$ cat config.mk
export PLATFORM = sky130hd
export DESIGN_NAME = virtual_packet_segmenter
export DESIGN_NICKNAME = d
export VERILOG_FILES = /design/src/rtl/vps_pkg.sv /design/src/rtl/virtual_packet_segmenter.sv
export VERILOG_INCLUDE_DIRS = /design/src /design/src/rtl
export SDC_FILE = /design/constraint.sdc
export NUM_CORES = 1
export LEC_CHECK = 0
export BUFFER_PORTS_ARGS = -buffer_cell sky130_fd_sc_hd__buf_2
export CORE_UTILIZATION = 50
export DETAILED_ROUTE_END_ITERATION = 12
export PLACE_DENSITY = 0.68
export SYNTH_ARGS = -nofsm -noshare
export SYNTH_HDL_FRONTEND = slang
export SYNTH_SLANG_ARGS = --single-unit
$ cat constraint.sdc
create_clock -name clk -period 6.3 [get_ports clk]
set_input_delay 0.63 -clock clk [delete_from_list [all_inputs] [get_ports clk]]
set_output_delay 0.63 -clock clk [all_outputs]
set_load 0.005 [all_outputs]
$ cat src/rtl/virtual_packet_segmenter_defines.svh
// Assertion macros for the virtual packet segmenter.
// Depends on signals named clk and rst in the module that uses them.
`ifndef VIRTUAL_PACKET_SEGMENTER_DEFINES_SVH
`define VIRTUAL_PACKET_SEGMENTER_DEFINES_SVH

// Same-cycle implication, disabled during reset.
`define VPS_ASSERT_SAME(label, ante, cons, msg) \
  label: assert property (@(posedge clk) disable iff (rst) (ante) |-> (cons)) \
    else $error(msg);

// Next-cycle implication, disabled during reset.
`define VPS_ASSERT_NEXT(label, ante, cons, msg) \
  label: assert property (@(posedge clk) disable iff (rst) (ante) |=> (cons)) \
    else $error(msg);

`endif

$ cat src/rtl/vps_pkg.sv
// Shared constants and codes for the virtual packet segmenter.
// No dependencies.
package vps_pkg;

  localparam int unsigned HEADER_BYTES      = 6;
  localparam int unsigned RAW_LEN_BITS_DEF  = 10;
  localparam int unsigned MAX_RAW_LEN_RESET = 250;
  localparam int unsigned APB_ADDR_BITS     = 3;
  localparam int unsigned APB_DATA_BITS     = 32;

  // Register byte addresses.
  localparam logic [APB_ADDR_BITS-1:0] REG_MAX_RAW_LEN = 3'd0;

  // Input command codes.
  localparam logic CMD_BEGIN = 1'b0;
  localparam logic CMD_DATA  = 1'b1;

  // Raw packet kinds.
  localparam logic KIND_CONT = 1'b0;
  localparam logic KIND_LAST = 1'b1;

  // Result status codes.
  localparam logic [1:0] STATUS_OK        = 2'd0;
  localparam logic [1:0] STATUS_IDLE_DROP = 2'd1;
  localparam logic [1:0] STATUS_ABORT     = 2'd2;

  // Beat index of the last header byte.
  localparam logic [2:0] HDR_LAST_IDX = 3'(HEADER_BYTES - 1);

endpackage

$ cat src/rtl/virtual_packet_segmenter.sv
// Virtual packet segmenter: cuts virtual packets into length-tagged raw packets.
// Depends on vps_pkg and virtual_packet_segmenter_defines.svh.
//
// Payload items pass at one per clock while out_ready is high: an input register, then
// a result register that the segment state updates with. A begin item yields six header
// beats, one per clock while out_ready is high; while they drain, one further item waits
// in the input register. The output beat rate of one per clock while out_ready is high,
// set by the single result register, is the limit.
// The raw length register (byte address 0) should be written only while the block is idle.
`include "virtual_packet_segmenter_defines.svh"

module virtual_packet_segmenter #(
  parameter int unsigned RAW_LEN_BITS = vps_pkg::RAW_LEN_BITS_DEF
) (
  input  logic                                 clk,
  input  logic                                 rst,
  // APB configuration port
  input  logic                                 psel,
  input  logic                                 penable,
  input  logic                                 pwrite,
  input  logic [vps_pkg::APB_ADDR_BITS-1:0]    paddr,
  input  logic [vps_pkg::APB_DATA_BITS-1:0]    pwdata,
  output logic [vps_pkg::APB_DATA_BITS-1:0]    prdata,
  output logic                                 pready,
  // Input channel
  input  logic                                 in_valid,
  output logic                                 in_ready,
  input  logic                                 cmd,
  input  logic [31:0]                          packet_size,
  input  logic [15:0]                          packet_type,
  input  logic [7:0]                           payload_byte,
  // Output channel
  output logic                                 out_valid,
  input  logic                                 out_ready,
  output logic [7:0]                           out_byte,
  output logic [RAW_LEN_BITS-1:0]              raw_len,
  output logic                                 raw_kind,
  output logic                                 raw_start,
  output logic                                 raw_end,
  output logic                                 virtual_end,
  output logic [1:0]                           status
);

  localparam logic [RAW_LEN_BITS-1:0] MaxRawLenReset =
    RAW_LEN_BITS'(vps_pkg::MAX_RAW_LEN_RESET);
  localparam logic [RAW_LEN_BITS-1:0] MinRawLen = RAW_LEN_BITS'(vps_pkg::HEADER_BYTES + 1);
  localparam logic [RAW_LEN_BITS-1:0] HdrLen    = RAW_LEN_BITS'(vps_pkg::HEADER_BYTES);

  // Configuration register
  logic [RAW_LEN_BITS-1:0] max_raw_len;

  // Input register
  logic        inq_valid;
  logic        inq_cmd;
  logic [31:0] inq_size;
  logic [15:0] inq_type;
  logic [7:0]  inq_byte;

  // Segment state; remaining counts payload bytes not yet sent.
  logic                    active, active_next;
  logic [31:0]             remaining, remaining_next;
  logic [RAW_LEN_BITS-1:0] left_in_raw, left_in_raw_next;
  logic [RAW_LEN_BITS-1:0] cur_len, cur_len_next;
  logic                    cur_kind, cur_kind_next;

  // Result register; header bytes shift out of the top of ob_data.
  logic                    ob_valid;
  logic [47:0]             ob_data, ob_data_next;
  logic [RAW_LEN_BITS-1:0] ob_len, ob_len_next;
  logic                    ob_kind, ob_kind_next;
  logic                    ob_start, ob_start_next;
  logic                    ob_end, ob_end_next;
  logic                    ob_vend, ob_vend_next;
  logic [1:0]              ob_status, ob_status_next;
  logic [2:0]              ob_idx;
  logic [2:0]              ob_last_idx, ob_last_idx_next;

  logic                    ob_final;
  logic                    advance;
  logic [RAW_LEN_BITS-1:0] eff_max;
  logic [RAW_LEN_BITS-1:0] room;
  logic                    fits_first;
  logic [RAW_LEN_BITS-1:0] first_len;
  logic [RAW_LEN_BITS-1:0] seg_len;
  logic                    seg_kind;
  logic                    seg_open;
  logic [RAW_LEN_BITS-1:0] left_dec;
  logic                    cfg_write;

  // ---------------------------------------------------------------------------
  // Configuration
  assign pready    = 1'b1;
  assign cfg_write = psel && penable && pwrite && pready && (paddr == vps_pkg::REG_MAX_RAW_LEN);
  assign prdata    = (paddr == vps_pkg::REG_MAX_RAW_LEN) ?
                     vps_pkg::APB_DATA_BITS'(max_raw_len) : '0;

  always_ff @(posedge clk) begin
    if (rst) begin
      max_raw_len <= MaxRawLenReset;
    end else if (cfg_write) begin
      max_raw_len <= pwdata[RAW_LEN_BITS-1:0];
    end
  end

  // ---------------------------------------------------------------------------
  // Handshake
  assign ob_final = (ob_idx == ob_last_idx);
  assign advance  = inq_valid && (!ob_valid || (out_ready && ob_final));
  assign in_ready = !inq_valid || advance;

  always_ff @(posedge clk) begin
    if (rst) begin
      inq_valid <= 1'b0;
    end else if (in_ready) begin
      inq_valid <= in_valid;
    end
    if (in_valid && in_ready) begin
      inq_cmd  <= cmd;
      inq_size <= packet_size;
      inq_type <= packet_type;
      inq_byte <= payload_byte;
    end
  end

  // ---------------------------------------------------------------------------
  // Segmentation logic
  assign eff_max    = (max_raw_len < MinRawLen) ? MinRawLen : max_raw_len;
  assign room       = eff_max - HdrLen;
  assign fits_first = (inq_size <= 32'(room));
  assign first_len  = inq_size[RAW_LEN_BITS-1:0] + HdrLen;

  // A payload byte opens a new raw packet when the open one is used up.
  assign seg_open = (left_in_raw == '0);
  always_comb begin
    if (!seg_open) begin
      seg_len  = cur_len;
      seg_kind = cur_kind;
    end else if (remaining <= 32'(eff_max)) begin
      seg_len  = remaining[RAW_LEN_BITS-1:0];
      seg_kind = vps_pkg::KIND_LAST;
    end else begin
      seg_len  = eff_max;
      seg_kind = vps_pkg::KIND_CONT;
    end
  end
  assign left_dec = (seg_open ? seg_len : left_in_raw) - RAW_LEN_BITS'(1);

  always_comb begin
    active_next      = active;
    remaining_next   = remaining;
    left_in_raw_next = left_in_raw;
    cur_len_next     = cur_len;
    cur_kind_next    = cur_kind;
    ob_data_next     = '0;
    ob_len_next      = '0;
    ob_kind_next     = vps_pkg::KIND_CONT;
    ob_start_next    = 1'b0;
    ob_end_next      = 1'b0;
    ob_vend_next     = 1'b0;
    ob_status_next   = vps_pkg::STATUS_OK;
    ob_last_idx_next = '0;
    if (inq_cmd == vps_pkg::CMD_BEGIN) begin
      active_next      = (inq_size != '0);
      remaining_next   = inq_size;
      cur_len_next     = fits_first ? first_len : eff_max;
      cur_kind_next    = fits_first ? vps_pkg::KIND_LAST : vps_pkg::KIND_CONT;
      left_in_raw_next = fits_first ? inq_size[RAW_LEN_BITS-1:0] : room;
      ob_data_next     = {inq_size, inq_type};
      ob_len_next      = cur_len_next;
      ob_kind_next     = cur_kind_next;
      ob_start_next    = 1'b1;
      ob_end_next      = (inq_size == '0);
      ob_vend_next     = (inq_size == '0);
      ob_status_next   = active ? vps_pkg::STATUS_ABORT : vps_pkg::STATUS_OK;
      ob_last_idx_next = vps_pkg::HDR_LAST_IDX;
    end else if (!active) begin
      ob_status_next = vps_pkg::STATUS_IDLE_DROP;
    end else begin
      remaining_next   = remaining - 32'd1;
      cur_len_next     = seg_len;
      cur_kind_next    = seg_kind;
      left_in_raw_next = left_dec;
      ob_data_next     = {inq_byte, 40'd0};
      ob_len_next      = seg_len;
      ob_kind_next     = seg_kind;
      ob_start_next    = seg_open;
      ob_end_next      = (left_dec == '0);
      ob_vend_next     = (remaining == 32'd1);
      if (remaining == 32'd1) begin
        active_next      = 1'b0;
        left_in_raw_next = '0;
      end
    end
  end

  always_ff @(posedge clk) begin
    if (rst) begin
      active      <= 1'b0;
      remaining   <= '0;
      left_in_raw <= '0;
      cur_len     <= '0;
      cur_kind    <= 1'b0;
      ob_valid    <= 1'b0;
      ob_idx      <= '0;
      ob_last_idx <= '0;
    end else if (advance) begin
      active      <= active_next;
      remaining   <= remaining_next;
      left_in_raw <= left_in_raw_next;
      cur_len     <= cur_len_next;
      cur_kind    <= cur_kind_next;
      ob_valid    <= 1'b1;
      ob_idx      <= '0;
      ob_last_idx <= ob_last_idx_next;
    end else if (ob_valid && out_ready) begin
      if (ob_final) begin
        ob_valid <= 1'b0;
      end else begin
        ob_idx <= ob_idx + 3'd1;
      end
    end
  end

  always_ff @(posedge clk) begin
    if (advance) begin
      ob_data   <= ob_data_next;
      ob_len    <= ob_len_next;
      ob_kind   <= ob_kind_next;
      ob_start  <= ob_start_next;
      ob_end    <= ob_end_next;
      ob_vend   <= ob_vend_next;
      ob_status <= ob_status_next;
    end else if (ob_valid && out_ready && !ob_final) begin
      ob_data <= {ob_data[39:0], 8'd0};
    end
  end

  // ---------------------------------------------------------------------------
  // Output beat
  assign out_valid   = ob_valid;
  assign out_byte    = ob_data[47:40];
  assign raw_len     = ob_len;
  assign raw_kind    = ob_kind;
  assign raw_start   = ob_start && (ob_idx == '0);
  assign raw_end     = ob_end && ob_final;
  assign virtual_end = ob_vend && ob_final;
  assign status      = ob_status;

  // ---------------------------------------------------------------------------
  // Assertions
  `VPS_ASSERT_SAME(a_vend_closes_raw, out_valid && virtual_end, raw_end, "virtual end without raw end")
  `VPS_ASSERT_SAME(a_active_has_bytes, active, remaining != '0, "active with no bytes remaining")
  `VPS_ASSERT_SAME(a_left_below_len, active, left_in_raw < cur_len, "open raw packet overrun")
  `VPS_ASSERT_SAME(a_multi_beat_is_hdr, ob_valid && !ob_final, ob_last_idx == vps_pkg::HDR_LAST_IDX, "multi-beat result that is not a header")
  `VPS_ASSERT_NEXT(a_advance_loads, advance, ob_valid && (ob_idx == '0), "result register not loaded")

endmodule
* Yosys cells after proc, flatten, opt, wreduce, memory -nomap -nowiden
Index checks and enable logic that the tools add are counted.
** Word-level totals
- Flip-flop bits (word level) :: 193
- Word-level logic and storage cells :: 104
- Output and inout bits :: 59
- Bits of input ports :: 99
** Cells by class
- Multiplexer cells :: 42
- Equal/unequal tests :: 3
- Add/subtract/negate cells :: 5
- Order comparisons :: 3
- Bitwise gates (word level) :: 1
- Reduce and logical (&&, ||, !) cells :: 29
** Operators by type and width (number)
- 2-to-1 mux 48 bit :: 4
- 2-to-1 mux 10 bit :: 14
- <= comparator 32 x 10 -> 1 bit :: 2
- 2-to-1 mux 32 bit :: 2
- == test 32 x 1 -> 1 bit, second input constant :: 1
- zero test 32 bit :: 1
- nonzero test 32 bit :: 1
- subtractor 32 x 1 -> 32 bit, second input constant :: 1
- zero test 10 bit :: 2
- 2-to-1 mux 1 bit :: 19
- logical AND 1 bit :: 11
- adder 10 x 3 -> 10 bit, second input constant :: 1
- < comparator 10 x 3 -> 1 bit, second input constant :: 1
- subtractor 10 x 1 -> 10 bit, second input constant :: 1
- subtractor 10 x 3 -> 10 bit, second input constant :: 1
- zero test 3 bit :: 2
- AND reduction 2 bit :: 3
- nonzero test 2 bit :: 3
- 2-to-1 mux 2 bit :: 2
- adder 3 x 1 -> 3 bit, second input constant :: 1
- == test 3 bit :: 1
- zero test 1 bit :: 3
- 2-to-1 mux 3 bit :: 1
- logical OR 1 bit :: 2
- 3 further kinds :: 3

* Logic depth before layout (Yosys ltp)
- Depth after elaboration :: 10
- Mapped depth :: 20
- Depth with buffers taken out :: 18

* Worst setup path after synthesis
No wires, ideal clock.
- Path kind :: input port to flip-flop
- Start point :: input port out_ready
- End point :: register ob_data[0], enable pin
- Stages :: 2
- Setup slack :: 1694 ps
- Required time :: 5780 ps
- Setup time :: 520 ps
- Path buffers :: 0
- Arrival time :: 4086 ps
- Path through :: nand2_1 -> o21ai_0
** Between the ends
- Cells in the longest elaborated chain, start to end :: 4
- Elaborated cells between the ends (all ways) :: 6
- Those cells by class :: reduce/logical: 6
** Ends and longest elaborated chain
- from (decl) :: line virtual_packet_segmenter.sv:34 : input logic out_ready,
- logical AND 1 bit :: line virtual_packet_segmenter.sv:108 : assign advance = inq_valid && (!ob_valid || (out_ready && ob_final));
- logical OR 1 bit :: line virtual_packet_segmenter.sv:108
- logical AND 1 bit :: line virtual_packet_segmenter.sv:108
- nonzero test 2 bit (no line) *
- to (signal assigned) :: line virtual_packet_segmenter.sv:226 : ob_data <= ob_data_next;
- to (signal assigned) :: line virtual_packet_segmenter.sv:234 : ob_data <= {ob_data[39:0], 8'd0};
- to (decl) :: line virtual_packet_segmenter.sv:68 : logic [47:0] ob_data, ob_data_next;
Mark *: on every way between the ends. The rest lies on a longest branch, timed or not.
A chain may end at the register's enable or synchronous reset.

* Final worst setup path
- Start point :: register max_raw_len[4]
- End point :: register ob_end, data pin
** Between the ends
- Cells in the longest elaborated chain, start to end :: 10
** Ends and longest elaborated chain
- from (decl) :: line virtual_packet_segmenter.sv:50 : logic [RAW_LEN_BITS-1:0] max_raw_len;
- from (signal assigned) :: line virtual_packet_segmenter.sv:99 : max_raw_len <= MaxRawLenReset;
- from (signal assigned) :: line virtual_packet_segmenter.sv:101 : max_raw_len <= pwdata[RAW_LEN_BITS-1:0];
- < comparator 10 x 3 -> 1 bit :: line virtual_packet_segmenter.sv:127 : assign eff_max = (max_raw_len < MinRawLen) ? MinRawLen : max_raw_len;
- 2-to-1 mux 10 bit * :: line virtual_packet_segmenter.sv:127
- <= comparator 32 x 10 -> 1 bit :: line virtual_packet_segmenter.sv:138 : end else if (remaining <= 32'(eff_max)) begin
- 2-to-1 mux 10 bit * :: line virtual_packet_segmenter.sv:138
- 2-to-1 mux 10 bit * :: line virtual_packet_segmenter.sv:135 : if (!seg_open) begin
- 2-to-1 mux 10 bit * :: line virtual_packet_segmenter.sv:146 : assign left_dec = (seg_open ? seg_len : left_in_raw) - RAW_LEN_BITS'(1);
- subtractor 10 x 1 -> 10 bit * :: line virtual_packet_segmenter.sv:146
- zero test 10 bit * :: line virtual_packet_segmenter.sv:187 : ob_end_next = (left_dec == '0);
- 2-to-1 mux 1 bit * :: line virtual_packet_segmenter.sv:176 : end else if (!active) begin
- 2-to-1 mux 1 bit * :: line virtual_packet_segmenter.sv:162 : if (inq_cmd == vps_pkg::CMD_BEGIN) begin
- net ob_end_next :: line virtual_packet_segmenter.sv:72 : logic ob_end, ob_end_next;
- to (signal assigned) :: line virtual_packet_segmenter.sv:230 : ob_end <= ob_end_next;
- to (decl) :: line virtual_packet_segmenter.sv:72
The timed path passes the listed nets; every way through them passes the cells marked *.

==> run metrics <==
status=finished clean; Critical Path RT=6.56 ns; Hold Path Depth=1; Main synth FF type=edfxtp_1; Place WS=1.58 ns; Fillers=1764; Int Pwr=2.19 mW; Critical Path Source Type=flop; Final Skew=0.0111 ns; Final period util=76.3%; Comb pwr share=16.8%; Final Hold Vio Count=0; CTS sink cnt=191; Hold Path End=inq_type[7]$_DFFE_PP_; drt first pass iters=5; Clock transition at path regs=0.08 ns; R2R Setup Slk=1.49 ns; drt initial violations=721; fmax=208 MHz; CP cell instances=nor4_2, nand2_1, nand2b_1, inv_1, ha_1, nor2b_1, or3_1, a311oi_1, o211ai_1, and2_4, o21ai_1, a21oi_1, ha_1, and2_1, nand4_1, xnor2_1, o41a_1, a311oi_1; DRC violation count after routing=0; P per Cell Area=279 nW/um^2; Via density=5.61; I/O pins=158; Layout Nets=1226; core area=19500 um^2; WL per Instance=16.8 um; EDFF count, synth=121; Cell Count Post-Placement=1346; unrepaired setup endpoints after global routing=false; Pins Over Slew Limit=0; Crit Path Class=reg -> reg; Post-Synthesis Cells=1028; cell area after layout=11100 um^2; post-synth cell types=77; area leader, netlist=edfxtp_1; Starting Density=51.1%; first-pass GRT wire length=36200 um; slowest cell delay on critical path=0.50 ns; Leakage=4.43 nW; Reg area=5030 um^2; Reg power frac=46.9%; Yosys reg bits=191; Max FO, Critical Path=11; reg-to-reg startpoint=max_raw_len[4]$_SDFFE_PP1P_; sequential-to-total area share from yosys stat=50.5%; Global Route Usage Sum=23.2%; setup repair bufs after CTS=0; post_cts resized=0; largest cells by area after synthesis=edfxtp_1, dfxtp_1, nand2_1; post-placement cell area=10500 um^2; hold buffers post-CTS=0; Die Footprint=20500 um^2; Row Count=51; Switch Pwr=918 uW; deepest level of the CTS H-tree=4; Worst Setup SP=max_raw_len[4]$_SDFFE_PP1P_; Worst Path Arrival=5.06 ns; largest net degree at the start of global routing=80; TritonCTS buffer count=17; HPWL Detailed=15700 um; Core Util, Final=57.1%; Slew @ Worst Pin=1.21 ns; crit path capture type=flop; setup TNS=0 ns; Bufs on Longest Clock Path=2; synthesized area=9970 um^2; post-synth top area share=36.5%; Hold Path Origin=packet_type[7]; Multi-input gate area=4390 um^2; antenna violations before repair=0; Clock Tree Root=clkbuf_16; Synth top cells by count=nand2_1, edfxtp_1, nor2_1, o21ai_0, dfxtp_1; Avg Inst Size Synth=9.70 um^2; worst setup margin=1.49 ns; Worst VDD drop=208 uV; antenna-violating nets left=0; vias in the first global route=6893; minimum clock period=4.81 ns; later-pin clock latency in the skew report=0.44 ns; Placer Congestion=0.891; Net Sw Frac=29.5%; fraction of registers with async set or reset after synthesis=0%; DRT Wirelength=23200 um; max cap viols=0; Syn. warnings=0; most frequent cell after synthesis=nand2_1; r2r worst-path depth=18; Worst slew margin=18.8%; Die Ht=143 um; share of cells above drive strength 1=18.0%; GRT Residual Overflow=0; critical path's slowest cell=nor4_2; Antenna diodes=0; Hold WC Path Type=in -> reg; Layout Cells excl Fill=1378; IO Port Bufs=112; vias=7736; clock network power share=36.4%; P&R area growth vs syn=11.8%; CTS tree=done; endpoints failing setup=0; worst reg2reg path endpoint=ob_end$_DFFE_PP_; Die W=143 um
==> metal layers <==
metal,wire length [um],global-route usage [%],vias up
met5,0,0,-
met4,389,7.47,0
met3,1450,4.29,28
met2,10600,35.9,278
met1,10700,32.7,3620
li1,-,-,3810
==> worst max-delay path, delay by kind of cell, from the launching register on <==
family                   cells  cell delay (ns)
AO/OA/AOI/OAI                6             1.62
XOR/XNOR                     1             0.10
adder cells (fa/ha/maj)      2             0.56
buffers and inverters        1             0.09
flip-flops                   1             0.42
AND/OR/NAND/NOR              8             1.84
==> registers in the layout, summed over array words and instances (netlist names), 2 cells and up <==
name         count
inq_byte         8
cur_len         10
inq_size        32
raw_len         10
ob_idx           3
ob_data         48
left_in_raw     10
remaining       32
inq_type        16
max_raw_len     10
status           2
==> placed cells by master (no fill, tap or decap), types with 10 or more instances in the layout <==
cell type	instances
buf_2	112
inv_1	24
and3_1	11
conb_1	23
nor3_1	23
xnor2_1	14
buf_4	12
dfxtp_1	70
nor2_1	104
a22oi_1	10
o22ai_1	11
o21ai_0	82
edfxtp_1	121
nand2_1	144
mux2i_1	17
clkbuf_16	17
nand3_1	15
and2_1	17
nor4_1	13
a211oi_1	29
a21oi_1	56
ha_1	27
==> how the worst max path moves through the flow <==
stage,to,slack (ns),cells past startpoint
after global placement,ob_end$_DFFE_PP_,1.55,18
final,ob_end$_DFFE_PP_,1.49,18
after floorplan,ob_data[0]$_SDFFCE_PN0P_,1.69,2
after global routing,ob_end$_DFFE_PP_,1.16,18
after detailed placement,ob_end$_DFFE_PP_,1.58,18
after CTS,ob_end$_DFFE_PP_,1.54,18
==> kinds of logic after synthesis <==
logic type               after synthesis  synth area share, %
multiplexers                          26                 2.75
adder cells (fa/ha/maj)               27                 3.39
AO/OA/AOI/OAI                        250                 16.0
XOR/XNOR                              23                 2.02
buffers and inverters                118                 6.53
flip-flops                           191                 50.5
other                                  2               0.0753
AND/OR/NAND/NOR                      391                 18.8
==> power groups by stage <==
stage	logic, mW	registers [mW]	clock network [mW]
floorplan	0.413	1.47	0
global placement	0.505	1.48	0
detailed placement	0.512	1.48	0
CTS	0.516	1.46	1.15
global route	0.579	1.46	1.20
finish	0.522	1.46	1.13
==> layout make-up <==
| cell class | count | area share [%] |
|---|---|---|
| Timing Repair Buffer | 124 | 5.84 |
| Sequential cell | 191 | 45.2 |
| Inverter | 26 | 0.876 |
| Multi-Input combinational cell | 740 | 39.4 |
| Tap cell | 265 | 2.97 |
| Clock inverter | 15 | 1.90 |
| Clock buffer | 17 | 3.82 |
==> through the flow <==
stage	hold WS [ns]	power, mW
floorplan	0.450	1.88
global placement	0.468	1.99
detailed placement	0.480	2.00
CTS	0.341	3.12
global route	0.334	3.24
finish	0.353	3.11
No activity file was read; power rests on OpenSTA's default activity.
